**src/hdl/mcr_pkg.sv**
```systemverilog
// ----------------------------------------------------------------------------
// mcr_pkg
// Shared widths, constants and types for the midpoint circle rasterizer.
// ----------------------------------------------------------------------------
package mcr_pkg;

  localparam int CTR_W       = 12;   // center and step coordinate width
  localparam int RAD_W       = 11;
  localparam int OUT_W       = 14;
  localparam int DEC_W       = 16;
  localparam int QUEUE_DEPTH = 2;

  localparam logic [DEC_W-1:0] DEC_SEED = DEC_W'(3);
  localparam logic [DEC_W-1:0] STEP_NEG = DEC_W'(6);
  localparam logic [DEC_W-1:0] STEP_POS = DEC_W'(10);

  localparam logic FUNC_START   = 1'b0;
  localparam logic FUNC_ADVANCE = 1'b1;

  typedef struct packed {
    logic             fin;
    logic [CTR_W-1:0] cx;
    logic [CTR_W-1:0] cy;
    logic [CTR_W-1:0] x;
    logic [CTR_W-1:0] y;   // two's complement
  } mcr_cmd_t;

  typedef struct packed {
    logic empty;
    logic full;
  } mcr_qstat_t;

endpackage

```
**src/hdl/mcr_in_if.sv**
```systemverilog
// ----------------------------------------------------------------------------
// mcr_in_if
// Input item channel: start or advance command with center and radius.
// ----------------------------------------------------------------------------
interface mcr_in_if;
  logic        valid;
  logic        ready;
  logic        func;
  logic [11:0] center_x;
  logic [11:0] center_y;
  logic [10:0] radius;

  modport source (output valid, output func, output center_x, output center_y,
                  output radius, input ready);
  modport sink   (input valid, input func, input center_x, input center_y,
                  input radius, output ready);
endinterface

```
**src/hdl/mcr_out_if.sv**
```systemverilog
// ----------------------------------------------------------------------------
// mcr_out_if
// Result channel: one pixel or one finished marker per transfer.
// ----------------------------------------------------------------------------
interface mcr_out_if;
  logic               valid;
  logic               ready;
  logic signed [13:0] point_x;
  logic signed [13:0] point_y;
  logic               point_valid;
  logic               last;
  logic               finished;

  modport source (output valid, output point_x, output point_y,
                  output point_valid, output last, output finished, input ready);
  modport sink   (input valid, input point_x, input point_y,
                  input point_valid, input last, input finished, output ready);
endinterface

```
**src/hdl/mcr_front.sv**
```systemverilog
// ----------------------------------------------------------------------------
// mcr_front
// Accepts items, keeps the circle state and issues one step command per item.
// ----------------------------------------------------------------------------
module mcr_front #(
  parameter int COORD_WIDTH = 12
) (
  input  logic              clk,
  input  logic              rst,
  mcr_in_if.sink            items,
  output mcr_pkg::mcr_cmd_t cmd,
  output logic              push,
  input  mcr_pkg::mcr_qstat_t qstat
);
  import mcr_pkg::*;

  localparam int HeldW = (COORD_WIDTH < CTR_W) ? COORD_WIDTH : CTR_W;
  localparam logic [CTR_W-1:0] CenterMask = CTR_W'((64'd1 << HeldW) - 64'd1);

  logic [CTR_W-1:0] held_cx;
  logic [CTR_W-1:0] held_cy;
  logic [CTR_W-1:0] step_x;
  logic [CTR_W-1:0] step_y;
  logic [DEC_W-1:0] decision;
  logic             active;

  logic             start;
  logic [CTR_W-1:0] new_cx;
  logic [CTR_W-1:0] new_cy;
  logic [CTR_W-1:0] eff_x;
  logic [CTR_W-1:0] eff_y;
  logic [DEC_W-1:0] eff_d;
  logic             eff_active;
  logic             fin;
  logic [DEC_W-1:0] x16;
  logic [DEC_W-1:0] y16;
  logic [DEC_W-1:0] decision_next;

  assign items.ready = !qstat.full;
  assign push        = items.valid && !qstat.full;
  assign start       = (items.func == FUNC_START);

  assign new_cx = items.center_x & CenterMask;
  assign new_cy = items.center_y & CenterMask;

  always_comb begin
    eff_x      = start ? '0 : step_x;
    eff_y      = start ? {1'b0, items.radius} : step_y;
    eff_d      = start ? (DEC_SEED - {{(DEC_W-RAD_W-1){1'b0}}, items.radius, 1'b0})
                       : decision;
    eff_active = start || active;
    fin        = !eff_active ||
                 ($signed({1'b0, eff_x}) > $signed({eff_y[CTR_W-1], eff_y}));
    x16        = {{(DEC_W-CTR_W){1'b0}}, eff_x};
    y16        = {{(DEC_W-CTR_W){eff_y[CTR_W-1]}}, eff_y};
    if (eff_d[DEC_W-1]) begin
      decision_next = eff_d + (x16 << 2) + STEP_NEG;
    end else begin
      decision_next = eff_d + ((x16 - y16) << 2) + STEP_POS;
    end
    cmd.fin = fin;
    cmd.cx  = start ? new_cx : held_cx;
    cmd.cy  = start ? new_cy : held_cy;
    cmd.x   = eff_x;
    cmd.y   = eff_y;
  end

  always_ff @(posedge clk) begin
    if (rst) begin
      held_cx  <= '0;
      held_cy  <= '0;
      step_x   <= '0;
      step_y   <= '0;
      decision <= '0;
      active   <= 1'b0;
    end else if (push) begin
      if (start) begin
        held_cx <= new_cx;
        held_cy <= new_cy;
      end
      if (fin) begin
        active <= 1'b0;
        if (start) begin
          step_x   <= eff_x;
          step_y   <= eff_y;
          decision <= eff_d;
        end
      end else begin
        active   <= 1'b1;
        step_x   <= eff_x + 1'b1;
        step_y   <= eff_d[DEC_W-1] ? eff_y : eff_y - 1'b1;
        decision <= decision_next;
      end
    end
  end

endmodule

```
**src/hdl/mcr_queue.sv**
```systemverilog
// ----------------------------------------------------------------------------
// mcr_queue
// Two-entry command queue between the front and back parts.
// ----------------------------------------------------------------------------
module mcr_queue (
  input  logic                clk,
  input  logic                rst,
  input  logic                push,
  input  mcr_pkg::mcr_cmd_t   wr_cmd,
  input  logic                pop,
  output mcr_pkg::mcr_cmd_t   rd_cmd,
  output mcr_pkg::mcr_qstat_t qstat
);
  import mcr_pkg::*;

  localparam int PtrW = (QUEUE_DEPTH > 1) ? $clog2(QUEUE_DEPTH) : 1;
  localparam int CntW = $clog2(QUEUE_DEPTH + 1);
  localparam logic [CntW-1:0] Full = CntW'(QUEUE_DEPTH);
  localparam logic [PtrW-1:0] LastPtr = PtrW'(QUEUE_DEPTH - 1);

  mcr_cmd_t        entries [QUEUE_DEPTH];
  logic [PtrW-1:0] wr_ptr;
  logic [PtrW-1:0] rd_ptr;
  logic [CntW-1:0] count;

  assign rd_cmd      = entries[rd_ptr];
  assign qstat.empty = (count == '0);
  assign qstat.full  = (count == Full);

  always_ff @(posedge clk) begin
    if (push) begin
      entries[wr_ptr] <= wr_cmd;
    end
  end

  always_ff @(posedge clk) begin
    if (rst) begin
      wr_ptr <= '0;
      rd_ptr <= '0;
      count  <= '0;
    end else begin
      if (push) begin
        wr_ptr <= (wr_ptr == LastPtr) ? '0 : wr_ptr + 1'b1;
      end
      if (pop) begin
        rd_ptr <= (rd_ptr == LastPtr) ? '0 : rd_ptr + 1'b1;
      end
      if (push && !pop) begin
        count <= count + 1'b1;
      end else if (pop && !push) begin
        count <= count - 1'b1;
      end
    end
  end

endmodule

```
**src/hdl/mcr_back.sv**
```systemverilog
// ----------------------------------------------------------------------------
// mcr_back
// Expands a step command into eight mirrored points, or one finished marker.
// ----------------------------------------------------------------------------
module mcr_back (
  input  logic                clk,
  input  logic                rst,
  input  mcr_pkg::mcr_cmd_t   cmd,
  input  mcr_pkg::mcr_qstat_t qstat,
  output logic                pop,
  mcr_out_if.source           results
);
  import mcr_pkg::*;

  logic [2:0]       idx;
  logic             advance;
  logic             cmd_done;
  logic [OUT_W-1:0] cx14;
  logic [OUT_W-1:0] cy14;
  logic [OUT_W-1:0] x14;
  logic [OUT_W-1:0] y14;
  logic [OUT_W-1:0] off_a;
  logic [OUT_W-1:0] off_b;
  logic [OUT_W-1:0] dx;
  logic [OUT_W-1:0] dy;

  assign advance  = !qstat.empty && (!results.valid || results.ready);
  assign cmd_done = cmd.fin || (&idx);
  assign pop      = advance && cmd_done;

  // first four points mirror (x,y), last four mirror (y,x)
  always_comb begin
    cx14  = {{(OUT_W-CTR_W){1'b0}}, cmd.cx};
    cy14  = {{(OUT_W-CTR_W){1'b0}}, cmd.cy};
    x14   = {{(OUT_W-CTR_W){1'b0}}, cmd.x};
    y14   = {{(OUT_W-CTR_W){cmd.y[CTR_W-1]}}, cmd.y};
    off_a = idx[2] ? y14 : x14;
    off_b = idx[2] ? x14 : y14;
    dx    = (idx[2] ? idx[1] : idx[0]) ? -off_a : off_a;
    dy    = (idx[2] ? idx[0] : idx[1]) ? -off_b : off_b;
  end

  always_ff @(posedge clk) begin
    if (rst) begin
      idx           <= '0;
      results.valid <= 1'b0;
    end else if (advance) begin
      results.valid <= 1'b1;
      idx           <= cmd_done ? '0 : idx + 1'b1;
    end else if (results.ready) begin
      results.valid <= 1'b0;
    end
  end

  always_ff @(posedge clk) begin
    if (advance) begin
      if (cmd.fin) begin
        results.point_x     <= '0;
        results.point_y     <= '0;
        results.point_valid <= 1'b0;
        results.last        <= 1'b1;
        results.finished    <= 1'b1;
      end else begin
        results.point_x     <= cx14 + dx;
        results.point_y     <= cy14 + dy;
        results.point_valid <= 1'b1;
        results.last        <= &idx;
        results.finished    <= 1'b0;
      end
    end
  end

endmodule

```
**src/hdl/midpoint_circle_rasterizer_unit.sv**
```systemverilog
// An item passes the command queue and then the output register before its first result.
// A drawing item yields 8 results, one per cycle while results.ready does not hold
//   back the single result register; a finished item yields one result.
// The front keeps accepting while the 2-entry command queue has room.
// Reset (synchronous, active high) clears circle state, queue and output valid.
// ----------------------------------------------------------------------------
// midpoint_circle_rasterizer_unit
// Midpoint circle generator with eight-way symmetric point output.
// ----------------------------------------------------------------------------
module midpoint_circle_rasterizer_unit #(
  parameter int COORD_WIDTH = 12
) (
  input  logic      clk,
  input  logic      rst,
  mcr_in_if.sink    items,
  mcr_out_if.source results
);
  import mcr_pkg::*;

  mcr_cmd_t   push_cmd;
  mcr_cmd_t   head_cmd;
  mcr_qstat_t qstat;
  logic       push;
  logic       pop;

  mcr_front #(
    .COORD_WIDTH(COORD_WIDTH)
  ) u_front (
    .clk   (clk),
    .rst   (rst),
    .items (items),
    .cmd   (push_cmd),
    .push  (push),
    .qstat (qstat)
  );

  mcr_queue u_queue (
    .clk    (clk),
    .rst    (rst),
    .push   (push),
    .wr_cmd (push_cmd),
    .pop    (pop),
    .rd_cmd (head_cmd),
    .qstat  (qstat)
  );

  mcr_back u_back (
    .clk     (clk),
    .rst     (rst),
    .cmd     (head_cmd),
    .qstat   (qstat),
    .pop     (pop),
    .results (results)
  );

`ifndef SYNTH
  a_fin_marker: assert property (@(posedge clk) disable iff (rst)
    results.valid && results.finished |-> results.last && !results.point_valid)
    else $error("finished result without last or with a pixel");

  a_reset_clean: assert property (@(posedge clk)
    $past(rst) |-> !results.valid && qstat.empty)
    else $error("state not cleared after reset");

  a_pop_nonempty: assert property (@(posedge clk) disable iff (rst)
    pop |-> !qstat.empty)
    else $error("command queue popped while empty");
`endif

endmodule
```
**src/flat_wrapper.sv**
```systemverilog
// flat-port wrapper written by rule: the top's interface ports become plain ports
module midpoint_circle_rasterizer_unit_flat import mcr_pkg::*;
#(
  parameter int COORD_WIDTH = 12
)
  (clk, rst, items_valid, items_func, items_center_x, items_center_y, items_radius, items_ready, results_valid, results_point_x, results_point_y, results_point_valid, results_last, results_finished, results_ready);
  mcr_in_if items_i ();
  mcr_out_if results_i ();
  input  logic clk;
  input  logic rst;
  input wire logic [$bits(items_i.valid)-1:0] items_valid;
  input wire logic [$bits(items_i.func)-1:0] items_func;
  input wire logic [$bits(items_i.center_x)-1:0] items_center_x;
  input wire logic [$bits(items_i.center_y)-1:0] items_center_y;
  input wire logic [$bits(items_i.radius)-1:0] items_radius;
  output wire logic [$bits(items_i.ready)-1:0] items_ready;
  output wire logic [$bits(results_i.valid)-1:0] results_valid;
  output wire logic [$bits(results_i.point_x)-1:0] results_point_x;
  output wire logic [$bits(results_i.point_y)-1:0] results_point_y;
  output wire logic [$bits(results_i.point_valid)-1:0] results_point_valid;
  output wire logic [$bits(results_i.last)-1:0] results_last;
  output wire logic [$bits(results_i.finished)-1:0] results_finished;
  input wire logic [$bits(results_i.ready)-1:0] results_ready;
  assign items_i.valid = items_valid;
  assign items_i.func = items_func;
  assign items_i.center_x = items_center_x;
  assign items_i.center_y = items_center_y;
  assign items_i.radius = items_radius;
  assign items_ready = items_i.ready;
  assign results_valid = results_i.valid;
  assign results_point_x = results_i.point_x;
  assign results_point_y = results_i.point_y;
  assign results_point_valid = results_i.point_valid;
  assign results_last = results_i.last;
  assign results_finished = results_i.finished;
  assign results_i.ready = results_ready;
  midpoint_circle_rasterizer_unit #(.COORD_WIDTH(COORD_WIDTH)) u_core (.clk(clk), .rst(rst), .items(items_i), .results(results_i));
endmodule
```
**config.mk**
```make
export PLATFORM = sky130hd
export DESIGN_NAME = midpoint_circle_rasterizer_unit_flat
export DESIGN_NICKNAME = d
export VERILOG_FILES = /design/src/hdl/mcr_pkg.sv /design/src/hdl/mcr_in_if.sv /design/src/hdl/mcr_out_if.sv /design/src/hdl/mcr_front.sv /design/src/hdl/mcr_queue.sv /design/src/hdl/mcr_back.sv /design/src/hdl/midpoint_circle_rasterizer_unit.sv /design/src/flat_wrapper.sv
export SDC_FILE = /design/constraint.sdc
export NUM_CORES = 1
export LEC_CHECK = 0
export BUFFER_PORTS_ARGS = -buffer_cell sky130_fd_sc_hd__buf_4
export CAP_MARGIN = 20
export CORE_MARGIN = 2
export CORE_UTILIZATION = 52
export DETAILED_ROUTE_END_ITERATION = 10
export PLACE_DENSITY = 0.72
export SLEW_MARGIN = 20
export SYNTH_ARGS = -nofsm -noshare
export SYNTH_HDL_FRONTEND = slang
export SYNTH_SLANG_ARGS = --single-unit
```
**constraint.sdc**
```tcl
create_clock -name clk -period 6.72 [get_ports clk]
set_clock_uncertainty 0.05 [all_clocks]
set_input_delay 0.672 -clock clk [delete_from_list [all_inputs] [get_ports clk]]
set_output_delay 0.672 -clock clk [all_outputs]
set_load 0.01 [all_outputs]
```
Yosys cells after proc, flatten, opt, wreduce, memory -nomap -nowiden
Memory sizes are Yosys's and may differ from the RTL's. A register that Yosys moved wholly into a read port is not among the register bits.
Index checks and enable logic that the tools add are counted.
{"block": "word_totals", "memories": 1, "input_bits": 40, "ff_bits": 104, "output_inout_bits": 33, "ramBits": 98}
{"block": "classes", "magnitude_cmp": 1, "n_reduce_logical": 20, "n_mux": 33, "n_addsub": 17, "bitwise_logic": 1, "n_eq_ne": 2}
{"name": "u_core.u_queue.entries", "words": 2, "word_bits": 49, "rd": 1, "rd_clocked_by_memory_dff": 1, "wr": 1, "line": "mcr_queue.sv:21", "source": "mcr_cmd_t entries [QUEUE_DEPTH];"}
{"operator": "two-way mux 12 bit", "count": 9}
{"operator": "two-way mux 16 bit", "count": 4}
{"operator": "two-way mux 14 bit", "count": 4}
{"operator": "adder 12 x 14 -> 14 bit", "count": 2}
{"operator": "negator 14 bit", "count": 2}
{"operator": "adder 16 x 14 -> 16 bit", "count": 1}
{"operator": "adder 16 bit", "count": 1}
{"operator": "adder 16 x 3 -> 16 bit (second input constant)", "count": 1}
{"operator": "adder 16 x 4 -> 16 bit (second input constant)", "count": 1}
{"operator": "subtractor 13 x 12 -> 14 bit", "count": 1}
{"operator": "greater-than comparator 13 x 12 -> 1 bit", "count": 1}
{"operator": "two-way mux 1 bit", "count": 13}
{"operator": "subtractor 2 x 12 -> 13 bit (first input constant)", "count": 1}
{"operator": "adder 12 x 1 -> 12 bit (second input constant)", "count": 1}
{"operator": "subtractor 12 x 1 -> 12 bit (second input constant)", "count": 1}
{"operator": "logical NOT 1 bit", "count": 6}
{"operator": "logical AND 1 bit", "count": 5}
{"operator": "logical OR 1 bit", "count": 4}
{"operator": "two-way mux 2 bit", "count": 2}
{"operator": "nonzero test 2 bit", "count": 2}
{"operator": "adder 3 x 1 -> 3 bit (second input constant)", "count": 1}
{"operator": "two-way mux 3 bit", "count": 1}
{"operator": "AND reduction 3 bit", "count": 1}
{"operator": "adder 1 bit (second input constant)", "count": 2}
{"operator": "other kinds (7)", "count": 7}

Longest topological paths before layout
Gate-level depths: netlist (run 1).
{"block": "logic_depth", "word_depth": 7, "depth_mapped": 24}

Hierarchy
Synthesis (run 1) repeated with hierarchy kept, for this count alone.
{"block": "hier_totals", "cells_unflattened": 1289, "area_unflattened_um2": 12843.6}
{"module": "mcr_front", "n_inst": 1, "cells_per_inst": 747, "seq_area_each_um2": 1281.2, "area_per_inst_um2": 5770.5}
{"module": "mcr_queue", "n_inst": 1, "cells_per_inst": 174, "seq_area_each_um2": 3042.9, "area_per_inst_um2": 3739.8}
{"module": "mcr_back", "n_inst": 1, "cells_per_inst": 368, "seq_area_each_um2": 1011.0, "area_per_inst_um2": 3333.2}

Least setup slack after synthesis (run 1)
No wires, ideal clock.
{"block": "synth_timing", "kind": "in2reg", "start": "input items_func", "end": "register u_core.u_front.decision[15]", "n_path_buf": 6, "path_stages": 23, "t_required_ns": 6.584, "slack_ns": 1.168, "arrival_time_ns": 5.416, "setup_ns": 0.086, "cell_sequence": "buf_4 > buf_2 > buf_2 > buf_1 > clkbuf_1 > clkbuf_1 > nand2_1 > ha_1 > fa_1 > a31oi_1 > o311a_1 > a21oi_2 > xnor2_1 > ha_1 > ha_1 > a21o_1 > or3_1 > o211ai_1 > a311o_1 > xnor2_1 > xnor2_1 > nand2_1 > a211oi_1"}
{"block": "synth_between", "elab_chain_cells": 6, "word_cells_on_any_way": 18, "classes_between": "5 x add/sub; 1 x order compare; 1 x eq/ne; 6 x mux; 1 x bitwise; 4 x reduce/logical"}
{"item": "from (decl)", "line": "flat_wrapper.sv:12", "source": "input wire logic [$bits(items_i.func)-1:0] items_func;"}
{"item": "two-way mux 12 bit, or another cell as far along", "line": "mcr_front.sv:47", "source": "eff_x = start ? '0 : step_x;"}
{"item": "subtractor 13 x 12 -> 14 bit or logical OR 1 bit (tied branches)", "line": "mcr_front.sv:59, mcr_front.sv:51"}
{"item": "adder 16 bit or logical NOT 1 bit (tied branches)", "line": "mcr_front.sv:59, mcr_front.sv:52"}
{"item": "adder 16 x 4 -> 16 bit or logical OR 1 bit (tied branches)", "line": "mcr_front.sv:59, mcr_front.sv:52"}
{"item": "two-way mux 16 bit or inequality test 2 bit (tied branches)"}
{"item": "two-way mux 16 bit or AND reduction 2 bit (tied branches)"}
{"item": "to (signal assigned)", "line": "mcr_front.sv:92", "source": "decision <= decision_next;"}
{"item": "to (decl)", "line": "mcr_front.sv:24", "source": "logic [DEC_W-1:0] decision;"}
Several ways; a longest one is shown, not always the timed one. The select of a mux whose other input is x is not followed.
A chain may end at the register's enable or synchronous reset.

==> results.md, run 1 <==
* CP Launch Point: items_func
* Global-route wire length before repair at 50300 um
* Post-DP HPWL at 23400 um
* Via-per-instance ratio at 5.90
* Utilization after layout at 0.595
* Final WL at 32200 um
* Antenna violations before repair at 0
* Top FF cell, synth: edfxtp_1
* Register area share after synthesis at 0.419
* RSZ-0062 raised after global routing: no
* H-tree Lvls at 1
* GPL Wtd Cong at 1.04
* Max Cap Viol at 0
* Sum of negative setup slack at 0 ps
* Final net count at 1450
* Element type at the critical path start: primary input
* Slew Viols, Final at 0
* Flops & latches, synth at 202
* Syn Area/Cell at 10.2 um^2
* Clk_lat worst skew at 500 ps
* Core Rows at 57
* CP Data Arrival Time at 5320 ps
* I/O Pins at 73
* Drt pass-1 iters at 5
* Core area at 0.0242 mm^2
* Cells after Synth at 1251
* DP Area at 0.0136 mm^2
* DRC errors left at 0
* Post-route ant nets at 0
* Die Wd at 161 um
* Post-CTS Setup Bufs at 0
* Die Y at 161 um
* Worst slew pin tran at 1100 ps
* Ys async rst share at 0
* Share of cells above drive strength 1 at 0.172
* Cell variety after synth at 75
* Root buf cell: clkbuf_16
* Final global-route overflow total at 0
* Worst-path clk slew at 60 ps
* Hold Path Origin: u_core.u_front.held_cx[8]
* Power Dens Cells at 389 mW/mm^2
* Cts bufs inserted at 23
* Crit. End Element: register
* Status: completed
* Vias in the first global route at 9308
* Final Hold Viols at 0
* P&R area growth vs syn at 12.9%
* Peak Freq at 0.200 GHz
* Die area at 0.0258 mm^2
* Final hold slack at 401 ps
* # diodes at 0
* Leak Pwr at 5.77 nW
* CP required at 7030 ps
* Initial core utilization at 0.527
* Fin area at 0.0144 mm^2
* Maximum VDD drop at 255 uV
* DR WL/cell at 19.5 um
* Critical path type: primary input to register
* DRT iter0 DRCs at 770
* Hold Buf Count CTS at 0
* Post-CTS sizing at 0
* Final setup vio count at 0
* IO Port Bufs at 72
* Worst rel slew slack at 0.261
* Routed vias at 9752
* EDFF count, synth at 129
* Final period utilization at 0.745
* CP max FO at 56
* Min cycle time layout at 5010 ps
* CTS max path bufs at 3
* Largest net degree at the start of global routing at 62
* Post-Synthesis Cell Area at 0.0127 mm^2
* GRT Overall Usage at 0.248
* Syn Nets at 1389
* CTS tree: done
* Clock sinks at 202
* Ys Warns at 0
* Worst hold path type: register to register
[metrics by stage]
| step | cells | setup WS, ps | total power, W |
|---|---|---|---|
| finish | 1652 | 1710 | 0.00560 |
| global route | 1652 | 1390 | 0.00596 |
| CTS | 1652 | 1810 | 0.00562 |
| detailed placement | 1611 | 1300 | 0.00431 |
| global placement | 1611 | 1420 | 0.00426 |
| floorplan | 1251 | 1170 | 0.00365 |
[where the power goes]
part	total, W	leakage [nW]	switching [W]	internal, W
Sequential	0.00180	1.84	0.000115	0.00168
Clock	0.00129	0.384	0.000499	0.000792
Combinational	0.00251	3.54	0.00144	0.00108
Total	0.00560	5.77	0.00205	0.00355
[state kept, by name, indices dropped and copies added, names as in the netlist, 3 cells and up, named ones only]
name                           cells
u_core.u_back.results.point_x     14
u_core.u_back.idx                  3
u_core.u_front.step_y             12
u_core.u_front.held_cy            12
u_core.u_front.decision           15
u_core.u_front.held_cx            12
u_core.u_back.results.point_y     14
u_core.u_queue.entries            98
u_core.u_front.step_x             12
[kinds of logic (layout without fill, tap and decap cells)]
group | count (synthesis) | count (layout) | share of synthesized area
buf+inv | 106 | 183 | 0.0346
fa+ha+maj | 98 | 98 | 0.0992
mux | 101 | 101 | 0.104
flops | 202 | 202 | 0.419
simple gates | 358 | 358 | 0.131
xor+xnor | 99 | 99 | 0.0686
compound gates | 287 | 287 | 0.145
[routing by layer]
metal / up-vias / part of all wire / GRT usage
met2: 316 / 0.45 / 0.397
li1: 4719 / - / -
met3: 69 / 0.062 / 0.0367
met1: 4648 / 0.45 / 0.343
met4: 0 / 0.035 / 0.0950
met5: - / 0 / 0
[cell type report]
cell class                 instances  area (um^2)
sequential                       202         5340
multi-input combinational        943         6990
clock inverter                    17          198
tap                              324          405
clock buffer                      24          589
inverter                          55          206
fill                            2007         9790
timing repair buffer              87          653
[cells in the final DEF, fill, tap and decap left out, types with 13 or more instances in the layout]
| cell type | synthesis | final |
|---|---|---|
| a21o_1 | 24 | 24 |
| a21oi_1 | 100 | 100 |
| and2_1 | 18 | 18 |
| buf_4 | 2 | 87 |
| clkbuf_16 | 0 | 23 |
| dfxtp_1 | 73 | 72 |
| edfxtp_1 | 129 | 129 |
| ha_1 | 93 | 93 |
| inv_1 | 50 | 50 |
| mux2_2 | 64 | 64 |
| mux2i_1 | 20 | 20 |
| mux4_2 | 13 | 13 |
| nand2_1 | 130 | 130 |
| nand2b_1 | 13 | 13 |
| nand3_1 | 19 | 19 |
| nor2_1 | 98 | 97 |
| nor3_1 | 17 | 17 |
| o21ai_0 | 49 | 49 |
| xnor2_1 | 65 | 65 |
| xor2_1 | 33 | 33 |
[critical path, cell delays in order]
cell	delay [ps]
buf_4	470
nor2b_1	150
a21oi_1	260
inv_1	140
ha_1	250
fa_1	430
o21bai_1	330
o311ai_0	240
xnor2_1	180
ha_1	310
ha_1	370
nand2_1	140
a21boi_0	100
a311oi_1	420
o21ai_0	250
xnor2_1	180
nor2_1	60
a211oi_1	210
o32ai_1	110
[path summary, 6_finish.rpt]
check	slack [ps]	end	cells past startpoint
setup / recovery	1710	u_core.u_front.decision[12]	19
hold / removal	400	u_core.u_front.held_cx[8]	2
setup reg to reg	2040	u_core.u_back.results.point_y[12]	14
hold reg to reg	400	u_core.u_front.held_cx[8]	2
[cells in the mapped netlist (4+ instances only)]
| library cell | number | area share |
|---|---|---|
| mux2_2 | 64 | 0.057 |
| nor4_1 | 11 | 0.0054 |
| buf_1 | 8 | 0.0024 |
| mux4_2 | 13 | 0.023 |
| and2_1 | 18 | 0.0088 |
| xnor2_1 | 65 | 0.045 |
| nor3_1 | 17 | 0.0067 |
| mux4_1 | 4 | 0.0082 |
| nand2_1 | 130 | 0.038 |
| a31o_2 | 5 | 0.0034 |
| o21bai_1 | 7 | 0.0041 |
| nand2b_1 | 13 | 0.0064 |
| o21ai_0 | 49 | 0.019 |
| a311oi_1 | 8 | 0.0055 |
| dfxtp_1 | 73 | 0.11 |
| and3_1 | 11 | 0.0054 |
| fa_1 | 5 | 0.0079 |
| o21a_1 | 6 | 0.0035 |
| edfxtp_1 | 129 | 0.30 |
| inv_1 | 50 | 0.015 |
| o211ai_1 | 12 | 0.0071 |
| a21oi_1 | 100 | 0.039 |
| xor2_1 | 33 | 0.023 |
| or3_1 | 8 | 0.0039 |
| nand3_1 | 19 | 0.0075 |
| nand4_1 | 8 | 0.0039 |
| o32ai_1 | 5 | 0.0034 |
| nor2_1 | 98 | 0.029 |
| clkbuf_1 | 23 | 0.0068 |
| ha_1 | 93 | 0.091 |
| a21boi_0 | 4 | 0.0024 |
| mux2i_1 | 20 | 0.016 |
| o22ai_1 | 9 | 0.0044 |
| o31a_1 | 5 | 0.0034 |
| o31ai_1 | 7 | 0.0041 |
| a21o_1 | 24 | 0.014 |
| a211oi_1 | 12 | 0.0071 |
| buf_2 | 16 | 0.0063 |
| nor2b_1 | 9 | 0.0044 |
| a31oi_1 | 8 | 0.0039 |
| or4_1 | 5 | 0.0029 |
Note: power is estimated with default switching activity, not from simulation.
==> inputs of run 2 (changes only) <==
--- a/config.mk
+++ b/config.mk
@@ -10,7 +10,7 @@
 export CORE_MARGIN = 2
 export CORE_UTILIZATION = 52
 export DETAILED_ROUTE_END_ITERATION = 10
-export PLACE_DENSITY = 0.72
+export PLACE_DENSITY = 0.74
 export SLEW_MARGIN = 20
 export SYNTH_ARGS = -nofsm -noshare
 export SYNTH_HDL_FRONTEND = slang
==> constraint.sdc (replaced) <==
create_clock -name clk -period 4.36 [get_ports clk]
set_clock_uncertainty 0.05 [all_clocks]
set_input_delay 0.436 -clock clk [delete_from_list [all_inputs] [get_ports clk]]
set_output_delay 0.436 -clock clk [all_outputs]
set_load 0.01 [all_outputs]
==> run 2 against run 1 <==
Clock-buffer cell count increased by 9. Flip-flop and latch count unchanged. Critical path depth decreased by 7. First-iteration DRC count rose by 7.8%. Design area up 3.2%. Register-to-register slack lost 1700 ps. Die area is the same. Setup slack worse by 1400 ps. Sequential power up 53%. Final cell count increased by 3.8%. Clock power rose by 38%. Hold slack worse by 200 ps. Critical path type is now register to register. Critical endpoint is now u_core.u_back.results.point_y[11].
==> results.md, run 2 (synthesis gave the netlist of run 1 again) <==
* Final Hold Viols at 0 (unchanged)
* Final period utilization at 0.930
* Die Y at 161 um (unchanged)
* CP max stage delay at 640 ps (was 470 ps)
* Largest net degree at the start of global routing at 62 (unchanged)
* Die Wd at 161 um (unchanged)
* Commonest non-fill, non-tap cells in the layout: 152 x buf_4, 129 x nand2_1, 129 x edfxtp_1 (was 130 x nand2_1, 129 x edfxtp_1, 100 x a21oi_1)
* CP max FO at 15 (was 56)
* Min cycle time layout at 4050 ps
* GRT Overall Usage at 0.257 (was 0.248)
* Number of flip-flops in the largest register at 98 (unchanged)
* Core area at 0.0242 mm^2 (unchanged)
* Antenna violations before repair at 0 (unchanged)
* Crit. End Element: register (unchanged)
* Worst R2R Path Depth at 12 (was 14)
* GPL Wtd Cong at 0.955 (was 1.04)
* Max Cap Viol at 0 (unchanged)
* Initial core utilization at 0.527 (unchanged)
* DR WL/cell at 19.6 um (was 19.5 um)
* Post-CTS Setup Bufs at 0 (unchanged)
* Final hold slack at 197 ps (was 401 ps)
* Peak Freq at 0.247 GHz
* Fin area at 0.0148 mm^2 (was 0.0144 mm^2)
* Drt pass-1 iters at 5 (unchanged)
* RR Endpoint: u_core.u_back.results.point_y[11] (was u_core.u_back.results.point_y[12])
* Leak Pwr at 6.06 nW (was 5.77 nW)
* Flop2flop setup slack at 310 ps (was 2040 ps)
* Worst-path clk slew at 60 ps (about the same)
* Final WL at 33600 um (was 32200 um)
* Power Dens Cells at 583 mW/mm^2 (was 389 mW/mm^2)
* Element type at the critical path start: register (was primary input)
* H-tree Lvls at 1 (unchanged)
* Worst hold path type: primary input to register (was register to register)
* Final global-route overflow total at 0 (unchanged)
* CTS tree: done (unchanged)
* Clock sinks at 202 (unchanged)
* Worst slew pin tran at 1050 ps (was 1100 ps)
* Slew Viols, Final at 0 (unchanged)
* DP Area at 0.0142 mm^2 (was 0.0136 mm^2)
* CP cell instances: mux4_2, or4_4, nor3_4, and3_4, nor2_1, xor2_1, ha_1, and2_1, a31o_2, o41ai_1, xor2_1, nor2_1 (was buf_4, nor2b_1, a21oi_1, inv_1, ha_1, fa_1, o21bai_1, o311ai_0, xnor2_1, ha_1, ha_1, nand2_1, a21boi_0, a311oi_1, o21ai_0, xnor2_1, nor2_1, a211oi_1, o32ai_1)
* Share of cells above drive strength 1 at 0.212 (was 0.172)
* Global-route wire length before repair at 52100 um (was 50300 um)
* Post-route ant nets at 0 (unchanged)
* Vias in the first global route at 9690 (was 9308)
* Via-per-instance ratio at 5.89 (was 5.90)
* Reg with most FFs: u_core.u_queue.entries (unchanged)
* CP required at 4550 ps (was 7030 ps)
* Core Rows at 57 (unchanged)
* Root buf cell: clkbuf_16 (unchanged)
* Commonest non-fill, non-tap cell in the layout: buf_4 (was nand2_1)
* Final Non-Filler Cells at 1714 (was 1652)
* Routed vias at 10.1k (was 9752)
* CP max-delay cell: mux4_2 (was buf_4)
* Critical path type: register to register (was primary input to register)
* Status: completed (unchanged)
* Final net count at 1514 (was 1450)
* IO Port Bufs at 72 (unchanged)
* DRC errors left at 0 (unchanged)
* Hold EP: u_core.u_back.results.valid (was u_core.u_front.held_cx[8])
* DRT iter0 DRCs at 830 (was 770)
* Final setup vio count at 0 (unchanged)
* I/O Pins at 73 (unchanged)
* Die area at 0.0258 mm^2 (unchanged)
* Worst rel slew slack at 0.295 (was 0.261)
* Largest registers: u_core.u_queue.entries (98), u_core.u_front.decision (15) (unchanged)
* Hold Path Origin: results_ready (was u_core.u_front.held_cx[8])
* CP Data Arrival Time at 4250 ps (was 5320 ps)
* Maximum VDD drop at 447 uV (was 255 uV)
* CTS max path bufs at 3 (unchanged)
* Hold depth at 3 (was 2)
* Dpl cells at 1677 (was 1611)
* Clk_lat worst skew at 500 ps (about the same)
* # diodes at 0 (unchanged)
* Post-DP HPWL at 24700 um (was 23400 um)
* P&R area growth vs syn at 16.5% (was 12.9%)
* Cts bufs inserted at 21 (was 23)
-- run 2: cell count changes in the layout (fill, tap and decap cells not counted), sizes merged --
cell,delta
clkbuf,+9
clkinvlp,-2
clkinv,-6
buf,+66
inv,-1
bufinv,-4
-- run 2: where the power goes --
group          internal, W  total [W]  switching (W)
logic              0.00181    0.00411        0.00230
registers          0.00259    0.00276       0.000170
clock network      0.00103    0.00178       0.000744
-- run 2: through the flow --
| stage | TNS [ps] | worst slack, ps | utilization | power (W) |
|---|---|---|---|---|
| after global placement | 0 | 34.0 | 0.585 | 0.00676 |
| final | 0 | 306 | 0.614 | 0.00865 |
| after detailed placement | -49.5 | -49.5 | 0.585 | 0.00683 |
| after global routing | -2.46 | -2.46 | 0.614 | 0.00918 |
| after CTS | 0 | 176 | 0.614 | 0.00865 |
| after floorplan | -92.8 | -92.8 | - | 0.00565 |
-- run 2: area by class of cell --
class                           count  area [um^2]
Clock buffer                       33          653
Timing Repair Buffer              153         1160
Tap cell                          324          405
Inverter                           55          206
Multi-Input combinational cell    943         7050
Sequential cell                   202         5340
Fill cell                        1987         9330
Clock inverter                      4         31.3
-- run 2: metal layers --
| metal | part of all wire | vias up | track usage |
|---|---|---|---|
| met3 | 0.075 | 74 | 0.0447 |
| met2 | 0.46 | 376 | 0.419 |
| met1 | 0.43 | 4809 | 0.351 |
| met5 | 0 | - | 0 |
| li1 | - | 4845 | - |
| met4 | 0.030 | 0 | 0.0811 |
-- run 2: worst max path at each step --
stage / from / to / slack, ps / cells after the start
after floorplan: items_func / u_core.u_front.decision[15] / -90 / 24
after global placement: items_func / u_core.u_front.decision[15] / 30 / 21
after detailed placement: items_radius[1] / u_core.u_front.decision[15] / -50 / 21
after CTS: register / u_core.u_back.results.point_y[12] / 180 / 13
after global routing: u_core.u_front.step_y[0] / u_core.u_front.decision[15] / -2 / 18
final: register / u_core.u_back.results.point_y[11] / 310 / 12
-- run 2: worst max-delay path, delay by kind of cell, from the launching register on --
family / cells / cell delay [ps]
and+or+nand+nor: 6 / 1380
adders and majority gates: 1 / 360
muxes: 1 / 640
AOI/OAI and AO/OA: 2 / 550
DFF: 1 / 490
xor gates and xnor gates: 2 / 350
-- run 2: what timing repair did --
action | 4_1_cts | 5_1_grt
setup endpoints to repair | 0 | 4
endpoints found under the hold margin | 0 | 0
hold buffers | 0 | 0
resized for setup | 0 | 5
